<file path="config.mk">
export PLATFORM = sky130hd
export DESIGN_NAME = abp_raster
export DESIGN_NICKNAME = d
export VERILOG_FILES = /design/src/hdl/abp_pkg.sv /design/src/hdl/abp_raster.sv
export SDC_FILE = /design/constraint.sdc
export NUM_CORES = 1
export LEC_CHECK = 0
export BUFFER_PORTS_ARGS = -buffer_cell sky130_fd_sc_hd__buf_2
export CORE_MARGIN = 10
export CORE_UTILIZATION = 25
export CTS_BUF_LIST = sky130_fd_sc_hd__clkbuf_8
export DETAILED_ROUTE_END_ITERATION = 10
export GPL_ROUTABILITY_DRIVEN = 0
export GPL_TIMING_DRIVEN = 0
export SLEW_MARGIN = 20
export SYNTH_ARGS = -nofsm -noshare
export SYNTH_HDL_FRONTEND = slang
export SYNTH_SLANG_ARGS = --single-unit
</file>
<file path="constraint.sdc">
create_clock -name clock -period 12.15 [get_ports clock]
set_clock_uncertainty 0.05 [all_clocks]
set_input_delay 1.215 -clock clock [delete_from_list [all_inputs] [get_ports clock]]
set_output_delay 1.215 -clock clock [all_outputs]
set_load 0.005 [all_outputs]
</file>
<file path="src/hdl/abp_pkg.sv">
// Package for the average pixel binning core: shared types and constants.
// Used by abp_raster, abp_accum and average_pixel_binning_core; no dependencies.
`default_nettype none

package abp_pkg;

   // Widths fixed by the stream and register formats.
   localparam int PIX_W    = 16;
   localparam int DIM_W    = 13;
   localparam int MODE_W   = 2;
   localparam int SUM_W    = 20;
   localparam int CSR_IDX_W = 2;

   // Largest frame height accepted before clamping.
   localparam logic [DIM_W-1:0] MAX_HEIGHT = 13'd4096;

   // Configuration register indexes.
   typedef enum logic [CSR_IDX_W-1:0] {
      CSR_BIN_MODE     = 2'd0,
      CSR_PIXEL_WIDE   = 2'd1,
      CSR_FRAME_WIDTH  = 2'd2,
      CSR_FRAME_HEIGHT = 2'd3
   } csr_index_type;

   // Bin mode register codes.
   localparam logic [MODE_W-1:0] MODE_PASS = 2'd0;
   localparam logic [MODE_W-1:0] MODE_BIN2 = 2'd1;
   localparam logic [MODE_W-1:0] MODE_BIN4 = 2'd2;

   // How one pixel is handled.
   typedef enum logic [1:0] {
      KIND_PASS = 2'd0,
      KIND_ERR  = 2'd1,
      KIND_BIN  = 2'd2
   } kind_type;

   // Per-pixel descriptor handed from the raster tracker to the datapath.
   typedef struct packed {
      logic [PIX_W-1:0] pix;
      kind_type         kind;
      logic             quad;          // 4x4 blocks when set, 2x2 otherwise
      logic             blk_last_col;
      logic             blk_first_row;
      logic             blk_last_row;
      logic             last_col;
      logic             last_row;
   } desc_type;

endpackage : abp_pkg

`default_nettype wire

</file>
<file path="src/hdl/abp_raster.sv">
// Configuration registers and raster position tracking for the binning core.
// Builds one descriptor per transfer. Depends on abp_pkg.
`default_nettype none

module abp_raster #(
   parameter int MAX_WIDTH  = 4096,
   parameter int PIXEL_BITS = 16,
   localparam int AW = $clog2(MAX_WIDTH / 2)
) (
   input  wire logic                          clock,
   input  wire logic                          reset,
   input  wire logic                          csr_we,
   input  wire logic [abp_pkg::CSR_IDX_W-1:0] csr_index,
   input  wire logic [abp_pkg::DIM_W-1:0]     csr_wdata,
   input  wire logic                          accept,
   input  wire logic [abp_pkg::PIX_W-1:0]     pixel_in,
   output abp_pkg::desc_type                  desc,
   output logic      [AW-1:0]                 col_addr
);

   import abp_pkg::*;

   localparam int W_LIMIT = (MAX_WIDTH > 8191) ? 8191 : MAX_WIDTH;
   localparam logic [DIM_W-1:0] W_MAX = DIM_W'(W_LIMIT);
   localparam logic [PIX_W-1:0] WIDE_MASK = PIX_W'((32'd1 << PIXEL_BITS) - 32'd1);

   logic [MODE_W-1:0] bin_mode_ff;
   logic              wide_ff;
   logic [DIM_W-1:0]  fw_ff;
   logic [DIM_W-1:0]  fh_ff;
   logic [DIM_W-1:0]  col_ff, col_in;
   logic [DIM_W-1:0]  row_ff, row_in;

   logic [DIM_W-1:0]  w, h, x, y;
   logic              last_col, last_row;
   logic [1:0]        kmask;
   logic              is_bin, quad, geo_bad;
   logic [PIX_W-1:0]  pmask;

   // Configuration writes.
   always_ff @(posedge clock) begin
      if (reset) begin
         bin_mode_ff <= MODE_PASS;
         wide_ff     <= 1'b0;
         fw_ff       <= DIM_W'(1);
         fh_ff       <= DIM_W'(1);
      end else if (csr_we) begin
         case (csr_index_type'(csr_index))
            CSR_BIN_MODE:     bin_mode_ff <= csr_wdata[MODE_W-1:0];
            CSR_PIXEL_WIDE:   wide_ff     <= csr_wdata[0];
            CSR_FRAME_WIDTH:  fw_ff       <= csr_wdata;
            CSR_FRAME_HEIGHT: fh_ff       <= csr_wdata;
            default:          ;
         endcase
      end
   end

   // Clamped geometry and the position of the current pixel.
   always_comb begin
      w = (fw_ff == '0) ? DIM_W'(1) : ((fw_ff > W_MAX) ? W_MAX : fw_ff);
      h = (fh_ff == '0) ? DIM_W'(1) : ((fh_ff > MAX_HEIGHT) ? MAX_HEIGHT : fh_ff);
      x = (col_ff >= w) ? '0 : col_ff;
      y = (row_ff >= h) ? '0 : row_ff;
      last_col = (x == w - DIM_W'(1));
      last_row = (y == h - DIM_W'(1));
   end

   // Mode decode and block position.
   always_comb begin
      is_bin  = (bin_mode_ff == MODE_BIN2) || (bin_mode_ff == MODE_BIN4);
      quad    = (bin_mode_ff == MODE_BIN4);
      kmask   = quad ? 2'b11 : 2'b01;
      geo_bad = ((w[1:0] & kmask) != 2'b00) || ((h[1:0] & kmask) != 2'b00);
      pmask   = wide_ff ? WIDE_MASK : PIX_W'(16'h00FF);

      desc.pix           = pixel_in & pmask;
      desc.kind          = !is_bin ? KIND_PASS : (geo_bad ? KIND_ERR : KIND_BIN);
      desc.quad          = quad;
      desc.blk_last_col  = ((x[1:0] & kmask) == kmask);
      desc.blk_first_row = ((y[1:0] & kmask) == 2'b00);
      desc.blk_last_row  = ((y[1:0] & kmask) == kmask);
      desc.last_col      = last_col;
      desc.last_row      = last_row;
      col_addr           = quad ? AW'(x >> 2) : AW'(x >> 1);
   end

   // Raster counters advance on every transfer.
   always_comb begin
      col_in = col_ff;
      row_in = row_ff;
      if (accept) begin
         if (last_col) begin
            col_in = '0;
            row_in = last_row ? '0 : y + DIM_W'(1);
         end else begin
            col_in = x + DIM_W'(1);
            row_in = y;
         end
      end
   end

   always_ff @(posedge clock) begin
      if (reset) begin
         col_ff <= '0;
         row_ff <= '0;
      end else begin
         col_ff <= col_in;
         row_ff <= row_in;
      end
   end

endmodule : abp_raster

`default_nettype wire

</file>
* Word level (Yosys, flattened, before mapping)
Cells that the tools add are included.
** Cells by class
- Add/sub/neg operators :: 4
- Order comparisons :: 4
- Eq/ne operators :: 9
- Multiplexer cells :: 14
- Bitwise gates (word level) :: 5
- Reductions and logical operators :: 12
** Operators with widths (count)
- $mux W13 :: 9
- $add A13 B1 Y13 const B :: 2
- $eq A13 B13 Y1 :: 2
- $ge A13 B13 Y1 :: 2
- $gt A13 B13 Y1 const B :: 2
- $logic_not A13 Y1 :: 2
- $sub A13 B1 Y13 const B :: 2
- $and A16 B16 Y16 :: 1
- $mux W16 :: 1
- $mux W11 :: 1
- $and A2 B2 Y2 :: 4
- $reduce_and A2 Y1 :: 4
- $eq A2 B2 Y1 const B :: 3
- $mux W2 :: 3
- $eq A2 B1 Y1 const B :: 2
- $eq A2 B2 Y1 :: 2
- $logic_not A2 Y1 :: 2
- $reduce_bool A2 Y1 :: 2
- $logic_or A1 B1 Y1 :: 2
** Storage, ports and cells
- Flip-flop bits (word level) :: 55
- Bits of input ports :: 35
- Output and inout bits :: 35

* Logic depth before layout (Yosys ltp)
Gate-level depths: netlist (run 1).
- Depth in word-level cells :: 8
- Mapped depth :: 21
- Gate-level depth less buffers :: 20

* Worst setup path after synthesis (run 1)
OpenSTA, ideal clock, no wires.
- Path type :: register to register
- Start point :: reg fw_ff[6]
- End point :: reg col_ff[12]
- Library setup time :: 0.072 ns
- Data arrival time :: 4.623 ns
- Required time :: 12.028 ns
- Setup slack :: 7.405 ns
- Stages on the path, launching flop included :: 20
- Path through :: dfxtp_1 > nor4_4 > a31oi_1 > nor2_1 > ha_1 > nor2b_1 > o21ai_1 > and4_1 > or3_1 > a21oi_2 > nand2_1 > inv_1 > ha_1 > and3_1 > nand2_1 > a2111oi_0 > nand3_1 > or2_2 > or3_1 > o2bb2ai_1
** Between the ends
- Cells in the longest elaborated chain, start to end :: 7
- Elaborated cells between the ends (all ways) :: 10
- Classes of those cells :: add/sub: 2; order compare: 2; eq/ne: 1; mux: 4; reduce/logical: 1
** Ends and longest elaborated chain
- start, declared :: line abp_raster.sv:29 : logic [DIM_W-1:0] fw_ff;
- start signal, assigned :: line abp_raster.sv:51 : CSR_FRAME_WIDTH: fw_ff <= csr_wdata;
- $gt A13 B13 Y1 :: line abp_raster.sv:60 : w = (fw_ff == '0) ? DIM_W'(1) : ((fw_ff > W_MAX) ? W_MAX : fw_ff);
- $mux W13 :: line abp_raster.sv:60
- $mux W13 * :: line abp_raster.sv:60
- $ge A13 B13 Y1 :: line abp_raster.sv:62 : x = (col_ff >= w) ? '0 : col_ff;
- $mux W13 :: line abp_raster.sv:62
- $add A13 B1 Y13 or $eq A13 B13 Y1 (tied branches) :: line abp_raster.sv:96, abp_raster.sv:64
- $mux W13 * :: line abp_raster.sv:92 : if (last_col) begin
- end signal, assigned :: line abp_raster.sv:107 : col_ff <= col_in;
- end, declared :: line abp_raster.sv:31 : logic [DIM_W-1:0] col_ff, col_in;
Every way passes the cells marked *; elsewhere a longest branch is shown, timed or not.
A chain may end at the register's enable or synchronous reset.

* Final worst setup path (run 1)
- Start point :: reg fh_ff[4]
- End point :: out desc[0] in the netlist's numbering
** Between the ends
- Cells in the longest elaborated chain, start to end :: 6
- Elaborated cells between the ends (all ways) :: 8
- Classes of those cells :: add/sub: 1; order compare: 2; eq/ne: 1; mux: 3; reduce/logical: 1
** Ends and longest elaborated chain
- start, declared :: line abp_raster.sv:30 : logic [DIM_W-1:0] fh_ff;
- start signal, assigned :: line abp_raster.sv:52 : CSR_FRAME_HEIGHT: fh_ff <= csr_wdata;
- $gt A13 B13 Y1 :: line abp_raster.sv:61 : h = (fh_ff == '0) ? DIM_W'(1) : ((fh_ff > MAX_HEIGHT) ? MAX_HEIGHT : fh_ff);
- $mux W13 :: line abp_raster.sv:61
- $mux W13 * :: line abp_raster.sv:61
- $ge A13 B13 Y1 :: line abp_raster.sv:63 : y = (row_ff >= h) ? '0 : row_ff;
- $mux W13 :: line abp_raster.sv:63
- $eq A13 B13 Y1 * :: line abp_raster.sv:65 : last_row = (y == h - DIM_W'(1));
- end, declared :: line abp_raster.sv:17 : output abp_pkg::desc_type desc,
Marks and branches as above.

==> flow_summary.ini, run 1 <==
[power_and_ir_drop]
fin_total_pwr_uw = 489
power_density_nw_per_um2 = 83.4
p_leak_nw = 2.24
ir_drop_mv = 0.0397

[global_routing]
grt_pass1_wl_mm = 26.6
met2_usage = 0.174
globalRouteOverflowTotal = 0
grt_use_total = 0.120
use_met3 = 0.0289
antenna_found_initial = 0
grt_use_met1 = 0.176
grt-busiest-layer = met1
grt_max_degree = 18
grt_pass1_vias = 5060

[synthesis]
async_flop_share = 0
synth_edf_count = 0
synthCells = 696
avgSynthCellArea_sq_um = 7.38
synth_nets = 762
yosysSeqAreaShare = 0.214
synth_area_sq_um = 5140
synth_top_flop_cell = dfxtp_1
ys_ff_latch = 55
synth.distinct_cells = 85
ys_warn_count = 0

[floorplanning]
die_w_microns = 163
rows = 52
core_sq_um = 20200
start_util = 0.254
io_pins = 70
die_h_microns = 163
dieArea_sq_um = 26700

[clocking]
clk-insertion-delay-late_ns = 0.32
clockBufferDepth = 2
cts_resized = 0
htree_levels = 2
cts_setup_buffers = 0
cts_tree = built
hold_buffers = 0
clk_pin_slew_worst_paths_ns = 0.09
cts_root_buf = clkbuf_8
cts.sinks = 55
cts_buffers = 5

[timing]
maxSlewViolCount = 0
worst_slew_pin_slew_ns = 0.768
rsz0062_at_grt = false
fmax_mhz = 162
min_period_ns = 6.16
fin_tns_setup_ns = 0
fin_crit_sh = 0.507
timing_hold_violations_final = 0
setup_viol = 0
slew_headroom = 0.475

[worst_setup_path]
timing.rr.start = fw_ff[6]
r2r_slack_ns = 6.27
crit_end = desc[0]
critPathMaxFanout = 10
crit_arrival_ns = 4.90
path_class = reg -> out
ff2ff_path_depth = 19
worstSetupStartpointType = register
cp.required_ns = 10.89
crit_start = fh_ff[4]
reg2reg_to = col_ff[12]
critPathCaptureType = output pin

[min_path]
hold_path_class = reg -> reg

[finish]
drive_gt1_frac = 0.169
instances_no_fill = 1034
num-fill-cells = 2214
area_delta_synth_final_pct = 14.1
antenna_cells = 0
nNetsFinal = 829

[status]
status = completed

[routing]
route.vias.total = 5408
drtIter0Drc = 369
via_per_inst = 5.23
drc = 0
wirelength_mm = 16.6
ant_nets = 0
drtPass1Iterations = 4
wl_per_cell_microns = 16.1

[placed_design]
dp_hpwl_mm = 13.1
placed_cells = 1026
io_buffers = 60

[job]
cap_viol_max_count = 0
==> layout make-up <==
type                            count  area (sq um)  area share
Multi-Input combinational cell    568          3640       0.621
Tap cell                          270           338      0.0576
Sequential cell                    55          1100       0.188
Inverter                           25          93.8      0.0160
Clock buffer                        5          68.8      0.0117
Timing Repair Buffer               60           300      0.0512
Clock inverter                      3          20.0     0.00341
Buffer                             48           300      0.0512
==> metal layers <==
metal	vias to the layer above	wire length, microns
li1	2692	-
met4	0	108
met5	-	0
met3	15	1360
met1	2501	8260
met2	200	6910
==> cell families (layout without fill, tap and decap cells) <==
| group | after synthesis | count (layout) | synth area share |
|---|---|---|---|
| buffers and inverters | 73 | 141 | 0.0767 |
| XOR/XNOR | 17 | 17 | 0.0290 |
| AO/OA/AOI/OAI | 175 | 175 | 0.235 |
| multiplexers | 20 | 20 | 0.0402 |
| flip-flops | 55 | 55 | 0.214 |
| AND/OR/NAND/NOR | 325 | 325 | 0.329 |
| adder cells (fa/ha/maj) | 31 | 31 | 0.0755 |
==> registers in the layout (all words and copies together), names as in the netlist <==
| signal | cells |
|---|---|
| col_ff | 13 |
| fh_ff | 13 |
| fw_ff | 13 |
| row_ff | 13 |
| bin_mode_ff | 2 |
| wide_ff | 1 |
==> stage by stage <==
stage | cell area, sq um | setup WS [ns] | util | hold WS (ns)
4_1_cts | 5870 | 5.97 | 0.290 | 0.475
5_1_grt | 5870 | 5.59 | 0.290 | 0.509
2_1_floorplan | 5140 | 7.41 | - | 0.415
3_3_place_gp | 5780 | 6.30 | 0.286 | 0.431
3_5_place_dp | 5780 | 6.28 | 0.286 | 0.451
6_report | 5870 | 5.99 | 0.290 | 0.474
==> worst min-delay path by stage <==
stage | from | end | cells past startpoint
after floorplan | bin_mode_ff[1] | bin_mode_ff[1] | 2
after CTS | fh_ff[0] | fh_ff[0] | 2
after global placement | bin_mode_ff[1] | bin_mode_ff[1] | 2
after detailed placement | bin_mode_ff[1] | bin_mode_ff[1] | 2
after global routing | fh_ff[1] | fh_ff[1] | 2
final | fh_ff[0] | fh_ff[0] | 2
==> cells in the mapped netlist (all sizes together), types with 5 or more instances <==
cell type  number  area share
dfxtp          55        0.21
a21o            6      0.0090
a21oi          57       0.057
or2             8      0.0097
ha             31       0.075
mux2i          18       0.035
nand4          14       0.017
a31oi          14       0.018
buf            23       0.032
and2           16       0.020
xnor2          12       0.020
nor2           53       0.039
o21ai          24       0.024
nor3           22       0.021
a22oi           5      0.0083
nand2         111       0.082
and3            9       0.011
or4            11       0.018
nor4           15       0.027
a211oi          6      0.0088
inv            25       0.018
clkbuf         25       0.026
o22ai           5      0.0061
xor2            5      0.0085
nand2b         12       0.015
o2bb2ai         5      0.0085
or3            12       0.015
nand3          23       0.022
==> report_power, final <==
part | switching [mW] | total, mW | internal [mW]
clock | 0.0644 | 0.105 | 0.0403
sequential | 0.00679 | 0.192 | 0.185
combinational | 0.118 | 0.193 | 0.0744
==> critical path, stage by stage (launching register included) <==
cell and delay (ns):
dfxtp_1 0.30, buf_2 0.17, nor4_1 0.65, a31oi_1 0.17, nor2_1 0.47, ha_1 0.33, and3_1 0.18, a31oi_1 0.16
o2bb2ai_1 0.13, nor3_1 0.33, clkbuf_1 0.40, a21oi_1 0.22, nand4b_1 0.21, nor4_1 0.54, buf_4 0.21, buf_2 0.10
==> layout by cell type, fill, tap and decap left out, types with 21 or more instances in the layout <==
cell,instances
a21oi_1,55
buf_2,64
clkbuf_1,21
dfxtp_1,55
ha_1,31
inv_1,25
nand2_1,109
nand3_1,23
nor2_1,52
nor3_1,22
No activity file was read; power rests on OpenSTA's default activity.
==> run 2, diff against run 1 <==
clock period = 5.57 ns   (was 12.15 ns; I/O delays follow)
==> run 2 against run 1 <==
Compared with the run above:
- design area up 1.2%
- non-clock buffer count up 2
- die area unchanged
- sequential share of layout area down 0.22 points
- utilization up 0.35 points
- total power up 120%
- flip-flop and latch count unchanged
- clock-buffer cell count unchanged
- critical endpoint unchanged
- largest power group unchanged
==> flow_summary.ini, run 2 (same netlist as run 1, synthesis figures left out) <==
[status]
status = completed

[global_routing]
antenna_found_initial = 0
grt_pass1_wl_mm = 26.7
grt_pass1_vias = 5061
globalRouteOverflowTotal = 0
grt_use_total = 0.121
grt_max_degree = 18

[power_and_ir_drop]
power_density_nw_per_um2 = 182
ir_drop_mv = 0.0893
p_leak_nw = 2.26
fin_total_pwr_mw = 1.08

[routing]
wirelength_mm = 16.7
wl_met3_mm = 1.35
route.vias.total = 5444
highest_layer = met4
met2_length_mm = 6.93
drc = 0
drtIter0Drc = 440
drtPass1Iterations = 4
via_per_inst = 5.25
ant_nets = 0
wl_per_cell_microns = 16.1
wl_met1_mm = 8.28

[finish]
area_delta_synth_final_pct = 15.5
layout_common_cells = nand2_1 (109), buf_2 (64), a21oi_1 (55), dfxtp_1 (55), nor2_1 (50)
antenna_cells = 0
nNetsFinal = 831
drive_gt1_frac = 0.179
layout_commonest_cell = nand2_1

[worst_setup_path]
critPathSlowestCell = nor4_1
critPathCaptureType = output pin
max_stage_delay_ns = 0.53
crit_arrival_ns = 4.49
r2r_slack_ns = 0.49
crit_chain = buf_2 > nor4_2 > a31oi_1 > nor2_2 > ha_1 > and3_1 > a31oi_1 > o2bb2ai_1 > nor3_1 > clkbuf_1 > a21oi_1 > nand4b_1 > nor4_1 > buf_4 > buf_2
worstSetupStartpointType = register
critPathMaxFanout = 10
cp.required_ns = 4.96
path_class = reg -> out

[clocking]
cts_root_buf = clkbuf_8
cts.sinks = 55
cts_tree = built
cts_buffers = 5
clockBufferDepth = 2
clk_pin_slew_worst_paths_ns = 0.11
htree_levels = 2
clk-insertion-delay-late_ns = 0.32

[timing]
worst_slew_pin_slew_ns = 0.835
rsz0062_at_grt = false
fin_crit_sh = 0.915
slew_headroom = 0.440
holdWs_ns = 0.431
maxSlewViolCount = 0
fmax_mhz = 196
fin_tns_setup_ns = 0
setup_viol = 0
timing_hold_violations_final = 0
min_period_ns = 5.10

[placed_design]
dp_hpwl_mm = 13.1
io_buffers = 60

[floorplanning]
rows = 52
die_h_microns = 163
core_sq_um = 20200
dieArea_sq_um = 26700
start_util = 0.254
io_pins = 70
die_w_microns = 163

[job]
cap_viol_max_count = 0

[min_path]
hold_path_class = in -> reg
==> run 2: what timing repair did <==
item,CTS,global route
pin swaps,0,1
buffers inserted,0,2
resized for setup,3,7
endpoints found under the setup margin,2,3
hold buffers,0,0
==> run 2: report_power, final <==
group,total [mW],internal [mW],leakage (nW),switching [mW]
sequential,0.419,0.403,0.446,0.0154
clock,0.231,0.0880,0.0402,0.143
combinational,0.430,0.167,1.78,0.263
total,1.08,0.658,2.26,0.421
==> run 2: layer usage <==
layer | vias to the layer above | global-route usage
met5 | - | 0
met4 | 0 | 0.0246
met3 | 15 | 0.0289
met2 | 214 | 0.174
met1 | 2524 | 0.176
li1 | 2691 | -
==> run 2: cell type report <==
cell class | count | area (sq um)
clock inverter | 3 | 20.0
tap | 270 | 338
buffer | 48 | 300
clock buffer | 5 | 68.8
timing repair buffer | 62 | 315
multi-input combinational | 568 | 3700
inverter | 25 | 93.8
fill | 2209 | 14300
sequential | 55 | 1100
==> run 2: metrics by stage <==
stage          cells  setup slack, ns   util  cell area, sq um
5_1_grt         1036           0.0897  0.293              5940
2_1_floorplan    696            0.825      -              5140
3_5_place_dp    1026           -0.303  0.286              5780
6_report        1036            0.473  0.293              5940
3_3_place_gp    1026           -0.278  0.286              5780
4_1_cts         1034           0.0431  0.290              5880
==> run 2: path summary, 6_finish.rpt <==
check / from / to / cells after the start
setup reg to reg: fw_ff[3] / col_ff[12] / 20
hold / removal: csr_wdata[6] / fw_ff[6] / 3
hold reg to reg: bin_mode_ff[1] / bin_mode_ff[1] / 2
setup / recovery: fh_ff[4] / desc[0] / 15
==> run 2: critical path: cells and delay by family, from the launching register on <==
family	cells	cell delay, ns
DFF	1	0.30
adders and majority gates	1	0.30
buffers and inverters	4	0.87
AOI/OAI and AO/OA	4	0.67
and+or+nand+nor	6	2.02
